==> src/hw/rtl/spwm_pkg.sv <==
// shared types, constants and helper functions of the serial pwm command decoder
`default_nettype none
package spwm_pkg;

  localparam int FRAME_DEPTH = 16;
  localparam int STORE_LEN   = FRAME_DEPTH - 1;
  localparam int CNT_W       = $clog2(STORE_LEN + 1);
  localparam int IDX_W       = $clog2(STORE_LEN);

  localparam int DUTY_W  = 7;
  localparam int MODE_W  = 2;
  localparam int WD_W    = 16;
  localparam int BYTE_W  = 8;
  localparam int CFG_IDX_W  = 2;
  localparam int CFG_DATA_W = 16;
  localparam int NUM_DUTY   = 4;

  typedef enum logic [MODE_W-1:0] {
    MODE_PASSIVE = 2'd0,
    MODE_HALT    = 2'd1,
    MODE_ACTIVE  = 2'd2
  } mode_t;

  localparam logic [CFG_IDX_W-1:0] CFG_PWM_TOP   = 2'd0;
  localparam logic [CFG_IDX_W-1:0] CFG_WD_RELOAD = 2'd1;

  localparam logic [BYTE_W-1:0] CH_PLUS = 8'h2B;  // '+'
  localparam logic [BYTE_W-1:0] CH_SEMI = 8'h3B;  // ';'
  localparam logic [BYTE_W-1:0] CH_H    = 8'h68;  // 'h'
  localparam logic [BYTE_W-1:0] CH_P    = 8'h70;  // 'p'
  localparam logic [BYTE_W-1:0] CH_A    = 8'h61;  // 'a'
  localparam logic [BYTE_W-1:0] CH_ZERO = 8'h30;  // '0'

  localparam logic [BYTE_W-1:0] DIGIT_MAX = 8'd9;
  localparam logic [DUTY_W-1:0] RADIX     = 7'd10;
  localparam logic [CNT_W-1:0]  A_FRAME_LEN = CNT_W'(9);

  localparam logic [DUTY_W-1:0] PWM_TOP_RST   = 7'd50;
  localparam logic [WD_W-1:0]   WD_RELOAD_RST = 16'd100;
  localparam logic [DUTY_W-1:0] DUTY_RST      = 7'd25;

  // true when the byte is an ascii decimal digit
  function automatic logic digit_ok(input logic [BYTE_W-1:0] b);
    logic [BYTE_W-1:0] d;
    d = b - CH_ZERO;
    return d <= DIGIT_MAX;
  endfunction

  // two ascii digits to a value of 0..99
  function automatic logic [DUTY_W-1:0] pair_value(input logic [BYTE_W-1:0] hi,
                                                   input logic [BYTE_W-1:0] lo);
    logic [BYTE_W-1:0] dh;
    logic [BYTE_W-1:0] dl;
    dh = hi - CH_ZERO;
    dl = lo - CH_ZERO;
    return DUTY_W'(dh[3:0]) * RADIX + DUTY_W'(dl[3:0]);
  endfunction

endpackage
`default_nettype wire

==> src/hw/rtl/serial_pwm_command_decoder.sv <==
// top level of the serial pwm command decoder: framing, decode, duties and watchdog
`default_nettype none
// Takes one item per cycle (a serial byte or a timer tick) and returns one result per
// item: the four duty values and the mode after that item, with drive_enable and the
// two leds derived from the mode. An accepted transfer lands in an input register and
// is applied to the state once the result slot is free; the state and duty registers
// double as the result register. Sustained rate is one item per cycle, set only by
// out_stall. Framing keeps up to FRAME_DEPTH-1 bytes in a small register file; a duty
// command needs eight digits after the 'a'. Configuration is written through cfg_wr_en /
// cfg_index / cfg_data while idle, a rule for the user that the block does not enforce.
module serial_pwm_command_decoder (
  input  wire logic                             clk,
  input  wire logic                             rst_n,
  // input channel
  input  wire logic                             in_valid,
  output logic                                  in_stall,
  input  wire logic                             in_action,
  input  wire logic [spwm_pkg::BYTE_W-1:0]      in_rx_byte,
  // result channel
  output logic                                  out_valid,
  input  wire logic                             out_stall,
  output logic [spwm_pkg::DUTY_W-1:0]           out_duty_a,
  output logic [spwm_pkg::DUTY_W-1:0]           out_duty_b,
  output logic [spwm_pkg::DUTY_W-1:0]           out_duty_c,
  output logic [spwm_pkg::DUTY_W-1:0]           out_duty_d,
  output logic [spwm_pkg::MODE_W-1:0]           out_mode,
  output logic                                  out_drive_enable,
  output logic                                  out_green_led,
  output logic                                  out_blue_led,
  // configuration port
  input  wire logic                             cfg_wr_en,
  input  wire logic [spwm_pkg::CFG_IDX_W-1:0]   cfg_index,
  input  wire logic [spwm_pkg::CFG_DATA_W-1:0]  cfg_data
);
  import spwm_pkg::*;

  // configuration registers
  logic [DUTY_W-1:0] pwm_top_r;
  logic [WD_W-1:0]   wd_reload_r;

  // input register
  logic              s1_valid_r;
  logic              s1_action_r;
  logic [BYTE_W-1:0] s1_byte_r;

  // result valid
  logic out_valid_r;

  // decoder state
  logic              frame_open_r, frame_open_nxt;
  logic [CNT_W-1:0]  fill_count_r, fill_count_nxt;
  logic [BYTE_W-1:0] frame_store_r [STORE_LEN];
  mode_t             mode_r, mode_nxt;
  logic [DUTY_W-1:0] duty_r   [NUM_DUTY];
  logic [DUTY_W-1:0] duty_nxt [NUM_DUTY];
  logic [WD_W-1:0]   wd_count_r, wd_count_nxt;

  logic              store_we;
  logic              adv;
  logic              s1_fire;

  // per-pair decode of a duty command
  logic [DUTY_W-1:0] pair_val [NUM_DUTY];
  logic [NUM_DUTY-1:0] pair_ok;
  logic              a_ok;
  logic [DUTY_W-1:0] half_top;

  // the result slot frees up when empty or being taken this cycle
  assign adv      = !out_valid_r || !out_stall;
  assign s1_fire  = s1_valid_r && adv;
  assign in_stall = s1_valid_r && !adv;
  assign half_top = pwm_top_r >> 1;

  // digits live at fixed frame positions 1..8, checked in parallel
  always_comb begin
    for (int k = 0; k < NUM_DUTY; k++) begin
      pair_val[k] = pair_value(frame_store_r[1 + 2 * k], frame_store_r[2 + 2 * k]);
      pair_ok[k]  = digit_ok(frame_store_r[1 + 2 * k]) &&
                    digit_ok(frame_store_r[2 + 2 * k]) &&
                    (pair_val[k] <= pwm_top_r);
    end
    a_ok = (fill_count_r >= A_FRAME_LEN) && (&pair_ok);
  end

  // state update for the item in the input register
  always_comb begin
    frame_open_nxt = frame_open_r;
    fill_count_nxt = fill_count_r;
    mode_nxt       = mode_r;
    wd_count_nxt   = wd_count_r;
    store_we       = 1'b0;
    for (int k = 0; k < NUM_DUTY; k++) duty_nxt[k] = duty_r[k];

    if (s1_fire) begin
      if (!s1_action_r) begin
        if (s1_byte_r == CH_PLUS) begin
          // open, or restart an open frame
          frame_open_nxt = 1'b1;
          fill_count_nxt = '0;
        end else if (s1_byte_r == CH_SEMI) begin
          if (frame_open_r) begin
            frame_open_nxt = 1'b0;
            fill_count_nxt = '0;
            if (fill_count_r != '0) begin
              if (frame_store_r[0] == CH_H) begin
                mode_nxt    = MODE_HALT;
                duty_nxt[0] = half_top;
                duty_nxt[1] = '0;
                duty_nxt[2] = half_top;
                duty_nxt[3] = half_top;
              end else if (frame_store_r[0] == CH_P) begin
                mode_nxt = MODE_PASSIVE;
              end else if (frame_store_r[0] == CH_A && a_ok) begin
                mode_nxt     = MODE_ACTIVE;
                wd_count_nxt = wd_reload_r;
                for (int k = 0; k < NUM_DUTY; k++) duty_nxt[k] = pair_val[k];
              end
            end
          end
        end else if (frame_open_r) begin
          if (fill_count_r < CNT_W'(STORE_LEN)) begin
            store_we       = 1'b1;
            fill_count_nxt = fill_count_r + 1'b1;
          end else begin
            // overflow drops the frame
            frame_open_nxt = 1'b0;
            fill_count_nxt = '0;
          end
        end
      end else if (mode_r == MODE_ACTIVE) begin
        // watchdog tick
        if (wd_count_r != '0) begin
          wd_count_nxt = wd_count_r - 1'b1;
        end else begin
          mode_nxt    = MODE_HALT;
          duty_nxt[0] = half_top;
          duty_nxt[1] = '0;
          duty_nxt[2] = half_top;
          duty_nxt[3] = half_top;
        end
      end
    end
  end

  // control and state registers
  always_ff @(posedge clk) begin
    if (!rst_n) begin
      pwm_top_r    <= PWM_TOP_RST;
      wd_reload_r  <= WD_RELOAD_RST;
      s1_valid_r   <= 1'b0;
      out_valid_r  <= 1'b0;
      frame_open_r <= 1'b0;
      fill_count_r <= '0;
      mode_r       <= MODE_PASSIVE;
      wd_count_r   <= '0;
      for (int k = 0; k < NUM_DUTY; k++) duty_r[k] <= DUTY_RST;
    end else begin
      if (cfg_wr_en) begin
        if (cfg_index == CFG_PWM_TOP) begin
          pwm_top_r <= cfg_data[DUTY_W-1:0];
        end else if (cfg_index == CFG_WD_RELOAD) begin
          wd_reload_r <= cfg_data[WD_W-1:0];
        end
      end
      if (!in_stall) begin
        s1_valid_r <= in_valid;
      end
      if (adv) begin
        out_valid_r <= s1_valid_r;
      end
      frame_open_r <= frame_open_nxt;
      fill_count_r <= fill_count_nxt;
      mode_r       <= mode_nxt;
      wd_count_r   <= wd_count_nxt;
      for (int k = 0; k < NUM_DUTY; k++) duty_r[k] <= duty_nxt[k];
    end
  end

  // input payload register, no reset
  always_ff @(posedge clk) begin
    if (!in_stall) begin
      s1_action_r <= in_action;
      s1_byte_r   <= in_rx_byte;
    end
  end

  // frame byte store, written at the fill position
  always_ff @(posedge clk) begin
    if (store_we) begin
      frame_store_r[fill_count_r[IDX_W-1:0]] <= s1_byte_r;
    end
  end

  // result outputs come straight from the state registers
  assign out_valid        = out_valid_r;
  assign out_duty_a       = duty_r[0];
  assign out_duty_b       = duty_r[1];
  assign out_duty_c       = duty_r[2];
  assign out_duty_d       = duty_r[3];
  assign out_mode         = mode_r;
  assign out_drive_enable = (mode_r != MODE_PASSIVE);
  assign out_green_led    = (mode_r != MODE_HALT);
  assign out_blue_led     = (mode_r != MODE_PASSIVE);

`ifndef SYNTHESIS
  // a closed frame holds no bytes
  a_closed_empty: assert property (@(posedge clk) disable iff (!rst_n)
    !frame_open_r |-> (fill_count_r == '0))
    else $error("closed frame with nonzero fill count");

  // fill count stays within the store
  a_fill_bound: assert property (@(posedge clk) disable iff (!rst_n)
    fill_count_r <= CNT_W'(STORE_LEN))
    else $error("fill count beyond store length");

  // stall only backs up a held item
  a_stall_held: assert property (@(posedge clk) disable iff (!rst_n)
    in_stall |-> (s1_valid_r && out_valid_r && out_stall))
    else $error("input stalled without a blocked item");

  // an active tick with time left counts down by one
  a_wd_dec: assert property (@(posedge clk) disable iff (!rst_n)
    (s1_fire && s1_action_r && mode_r == MODE_ACTIVE && wd_count_r != '0)
      |=> (wd_count_r == $past(wd_count_r) - 1'b1) && (mode_r == MODE_ACTIVE))
    else $error("watchdog did not count down");
`endif

endmodule
`default_nettype wire
==> config.mk <==
export PLATFORM = sky130hd
export DESIGN_NAME = serial_pwm_command_decoder
export DESIGN_NICKNAME = d
export VERILOG_FILES = /design/src/hw/rtl/spwm_pkg.sv /design/src/hw/rtl/serial_pwm_command_decoder.sv
export SDC_FILE = /design/constraint.sdc
export NUM_CORES = 1
export LEC_CHECK = 0
export ABC_AREA = 0
export BUFFER_PORTS_ARGS = -buffer_cell sky130_fd_sc_hd__buf_2
export CAP_MARGIN = 25
export CORE_MARGIN = 2
export CORE_UTILIZATION = 60
export DETAILED_ROUTE_END_ITERATION = 8
export HOLD_SLACK_MARGIN = 0.1
export PLACE_DENSITY = 0.8
export SLEW_MARGIN = 5
export SYNTH_ARGS = -nofsm -noshare
export SYNTH_HDL_FRONTEND = slang
export SYNTH_SLANG_ARGS = --single-unit
==> constraint.sdc <==
create_clock -name clk -period 10.5 [get_ports clk]
set_input_delay 1.05 -clock clk [delete_from_list [all_inputs] [get_ports clk]]
set_output_delay 1.05 -clock clk [all_outputs]
set_load 0.02 [all_outputs]
Yosys cells after proc, flatten, opt, wreduce, memory -nomap -nowiden:

Memory sizes are Yosys's and may differ from the RTL's.
Cells that the tools add are included.

* memory bits (writable): 148
* input bits: 32
* memories kept: 2
* memory bits (read-only): 0
* bits in latches: 0
* register bits: 57
* logic and storage cells: 148
* output and inout bits: 35

* $lt $le $gt $ge: 14
* multiply operators: 4
* equality and inequality tests: 14
* reduce and logical (&&, ||, !) cells: 33
* bitwise operators: 6
* divide/modulo/power cells: 0
* multiplexer cells: 51
* add/subtract/negate cells: 14
* shift operators: 0

Memories
* frame_store_r: words 15, bits a word 8, read ports 9, clocked after memory_dff 0, wr ports 1, line serial_pwm_command_decoder.sv:52 `logic [BYTE_W-1:0] frame_store_r [STORE_LEN];`
* duty_r: words 4, bits a word 7, read ports 4, clocked after memory_dff 0, wr ports 4, line serial_pwm_command_decoder.sv:54 `logic [DUTY_W-1:0] duty_r [NUM_DUTY];`

Operators with widths (count)
* $mux W28: 11
* $mux W16: 10
* $le A8 B4 Y1 const B: 8
* $sub A8 B6 Y8 const B: 8
* $add A7 B4 Y7: 4
* $le A7 B7 Y1: 4
* $mux W7: 4
* $eq A8 B7 Y1 const B: 3
* $mul A4 B3 Y6 const B: 4
* $mux W2: 10
* $mux W4: 5
* $eq A8 B6 Y1 const B: 2
* $reduce_bool A16 Y1: 1
* $sub A16 B1 Y16 const B: 1
* $logic_and A1 B1 Y1: 12
* $reduce_bool A2 Y1: 6
* $mux W1: 11
* $reduce_and A10 Y1: 1
* $ne A2 B2 Y1 const B: 4
* $reduce_and A8 Y1: 1
* $reduce_bool A4 Y1: 2
* $ne A2 B1 Y1 const B: 3
* $reduce_and A3 Y1: 2
* $add A4 B1 Y4 const B: 1
* 11 further kinds: 18

Depth between registers and ports, before layout:

An unclocked memory read counts as a cell.

* depth in word-level cells: 19
* gate-level depth with buffers: 15
* mapped depth without buffers: 14

Worst setup path after synthesis:

No wires, ideal clock.

* path type: register -> register
* from: mem frame_store_r[7][1]
* to: mem duty_r[0][3]
* buffers on the path: 1
* arrival time: 3310 ps
* stages on the path, launching flop included: 16
* library setup time: 141 ps
* data required time: 10359 ps
* path slack: 7049 ps
* clock period less this slack: 3451 ps
* cells stage by stage: edfxtp_1 -> ha_1 -> ha_1 -> fa_1 -> nand2_1 -> nor2_1 -> xnor2_1 -> ha_1 -> a21oi_1 -> o21ai_0 -> o22ai_1 -> nand4_1 -> or3_1 -> clkbuf_1 -> nand3_1 -> o211ai_1

RTL lines (line)
* start, declared: serial_pwm_command_decoder.sv:52
* end, declared: serial_pwm_command_decoder.sv:54

==> flow_summary.yaml <==
timing:
  setup_violations: 0
  tightest_slew_ns: 1.02
  grt_setup_unrepaired: "no"
  setup_tns_ns: 0
  finalCritPeriodShare: 0.399
  timing.final.hold_violations: 0
  maxSlewViolCount: 0
  fmax_mhz: 239
  fin_crit_ns: 4.19
  relSlewSlack: 0.318
  clock-skew-final_ns: 0.00781
clock_network:
  clkSinkCount: 157
  clockBufferDepth: 2
  postCtsSetupRepairBufs: 0
  cts_root_buf: "clkbuf_16"
  cts.repair.resized: 0
  cts_tree: "built"
  clock_latency_ns: 0.42
  clkTransAtPathRegs_ns: 0.06
  cts_hold_buf: 0
  numCtsBuffers: 17
  htree_num_levels: 4
floorplan:
  start_util: 0.612
  dieHeight_microns: 117
  rows: 41
  core_sq_um: 12600
  ios: 67
  dieArea_sq_um: 13700
  die_x_microns: 117
worst_setup_path:
  endpoint_kind: "flip-flop"
  crit_start: "frame_store_r[7][1]"
  crit_end: "duty_r[0][2]"
  path_class: "flip-flop to flip-flop"
  r2r_end: "duty_r[0][2]"
  ff2ff_path_depth: 14
  crit_arrival_ns: 4.47
  cp.required_ns: 10.78
  r2r_slack_ns: 6.31
  crit_path_max_fanout: 14
  worstReg2RegStart: "frame_store_r[7][1]"
  cp-start-kind: "flip-flop"
pwr:
  power_density_nw_per_um2: 145
  ir_drop_mv: 0.150
  leakage_nw: 3.45
global_routing:
  grt_start_max_net_pins: 59
  grt_pass1_wl_microns: 27800
  grt_usage: 0.267
  grt_pass1_vias: 5655
  antenna_found_initial: 0
  gr-total-overflow: 0
placement:
  placed_cell_area_sq_um: 8140
  portBuffers: 66
  dp_hpwl_microns: 12300
  place.gp.congestion: 0.863
run_status:
  status: "finished, final reports clean"
layout:
  syn_to_final_growth_pct: 13.2
  design_area_sq_um: 8700
  final_nets: 887
  layout-drive-gt1-share: 0.137
  fill_cells: 914
  antenna_cells: 0
synthesis:
  synthArstFlopShare: 0
  synth_edf_count: 81
  ys_ff_latch: 157
  netlist_instances: 732
  ys.flop_type: "edfxtp_1"
  ys_seq_area_frac: 0.514
  syn_nets: 829
  syn_avg_cell_area_sq_um: 10.5
  ys_types: 63
  yosys_warnings: 0
  syn_area_sq_um: 7690
min_path:
  whs_path_depth: 2
  hold_class: "flip-flop to flip-flop"
run:
  cap_violations: 0
detailed_routing:
  viasPerCell: 6.05
  first_pass_iters: 5
  wire_per_inst_microns: 18.0
  drc: 0
  vias: 5894
  antenna_left: 0
  wirelength_microns: 17500
  drt_iter0_drc: 535
cells in the final DEF (no fill, tap or decap), types with 7 or more instances in the layout:
cell type   n
edfxtp_1   81
nand2_1    77
dfxtp_1    76
a21oi_1    66
buf_2      66
ha_1       57
nor2_1     39
inv_1      33
nand3_1    29
o21ai_0    23
xnor2_1    20
clkbuf_16  17
nand4_1    15
nor3_1     12
nor4_1     12
a31oi_1    11
a211oi_1   11
nand3b_1    8
and3_1      8
o22ai_1     8
mux2i_1     8
fa_1        8
a21o_1      7
or3_1       7
o32ai_1     7
o31ai_1     7
layer usage:
layer / global-route usage / part of all wire / vias to the layer above
met4: 0.0902 / 0.018 / 0
met3: 0.0669 / 0.065 / 34
li1: - / - / 2830
met5: 0 / 0 / -
met2: 0.444 / 0.49 / 225
met1: 0.342 / 0.43 / 2805
Yosys cell counts, drive strengths merged (5+ instances only):
cell type / count / area, sq um
nand3: 29 / 145
nand4: 15 / 93.8
a21o: 7 / 52.6
nor4: 12 / 75.1
fa: 8 / 160
or3: 7 / 43.8
nand3b: 8 / 60.1
nor2b: 5 / 31.3
xnor2: 20 / 175
nor2: 39 / 146
o22ai: 8 / 50.1
clkbuf: 23 / 86.3
nor3: 14 / 80.1
edfxtp: 81 / 2430
o32ai: 7 / 61.3
mux2i: 8 / 80.1
ha: 57 / 713
o211ai: 5 / 37.5
a211oi: 11 / 82.6
a21oi: 66 / 330
dfxtp: 76 / 1520
inv: 33 / 124
o21ai: 26 / 130
nand2: 77 / 289
and3: 8 / 50.1
a31oi: 11 / 68.8
o31ai: 7 / 52.6
buf: 11 / 56.3
power by group:
part / switching (mW) / internal [mW] / total, mW
registers: 0.00811 / 0.650 / 0.659
logic: 0.0317 / 0.0173 / 0.0490
clock network: 0.252 / 0.307 / 0.558
final cells by class:
cell class | count | area [sq um] | share of cell area
Inverter | 33 | 124 | 0.0142
Timing Repair Buffer | 73 | 403 | 0.0463
Sequential cell | 157 | 3950 | 0.454
Multi-Input combinational cell | 508 | 3470 | 0.398
Tap cell | 172 | 215 | 0.0247
Clock buffer | 18 | 429 | 0.0493
Clock inverter | 14 | 111 | 0.0128
flip-flops by register name, indices dropped and copies added, names as in the netlist:
name           cells
out_mode           2
frame_open_r       1
wd_count_r        16
s1_valid_r         1
s1_byte_r          8
out_valid          1
s1_action_r        1
wd_reload_r       16
fill_count_r       4
frame_store_r     72
pwm_top_r          7
duty_r            28
logic make-up after synthesis:
| logic type | count (synthesis) | share of synthesized area |
|---|---|---|
| and+or+nand+nor | 243 | 0.164 |
| AOI/OAI and AO/OA | 171 | 0.139 |
| DFF | 157 | 0.514 |
| buffers and inverters | 67 | 0.0347 |
| adders and majority gates | 65 | 0.114 |
| xor gates and xnor gates | 21 | 0.0239 |
| muxes | 8 | 0.0104 |
worst min-delay path by stage:
stage | start | end | slack [ns]
floorplan | wd_reload_r[14] | wd_reload_r[14] | 0.43
global placement | wd_reload_r[12] | wd_reload_r[12] | 0.44
detailed placement | duty_r[1][0] | duty_r[1][0] | 0.45
CTS | duty_r[1][0] | duty_r[1][0] | 0.46
global route | duty_r[2][2] | duty_r[2][2] | 0.47
finish | wd_reload_r[1] | wd_reload_r[1] | 0.46
critical path: stages, from the launching register on:
cell	delay [ns]
edfxtp_1	0.43
ha_1	0.33
ha_1	0.22
fa_1	0.54
nand2_1	0.06
nor2_1	0.11
xnor2_1	0.15
ha_1	0.29
a21oi_1	0.14
o21ai_0	0.10
o22ai_1	0.15
nand4_1	0.28
or3_1	0.62
nand2_1	0.45
a211oi_1	0.17
metrics by stage:
step / total power, mW / cells / util / hold slack [ns] / worst slack (ns)
after detailed placement: 0.720 / 942 / 0.647 / 0.450 / 6.33
final: 1.27 / 975 / 0.692 / 0.456 / 6.31
after floorplan: 0.700 / 732 / - / 0.431 / 7.05
after CTS: 1.27 / 974 / 0.690 / 0.458 / 6.28
after global routing: 1.31 / 975 / 0.692 / 0.474 / 6.04
after global placement: 0.718 / 942 / 0.647 / 0.444 / 6.46
Power figures use the tool's default switching activity.
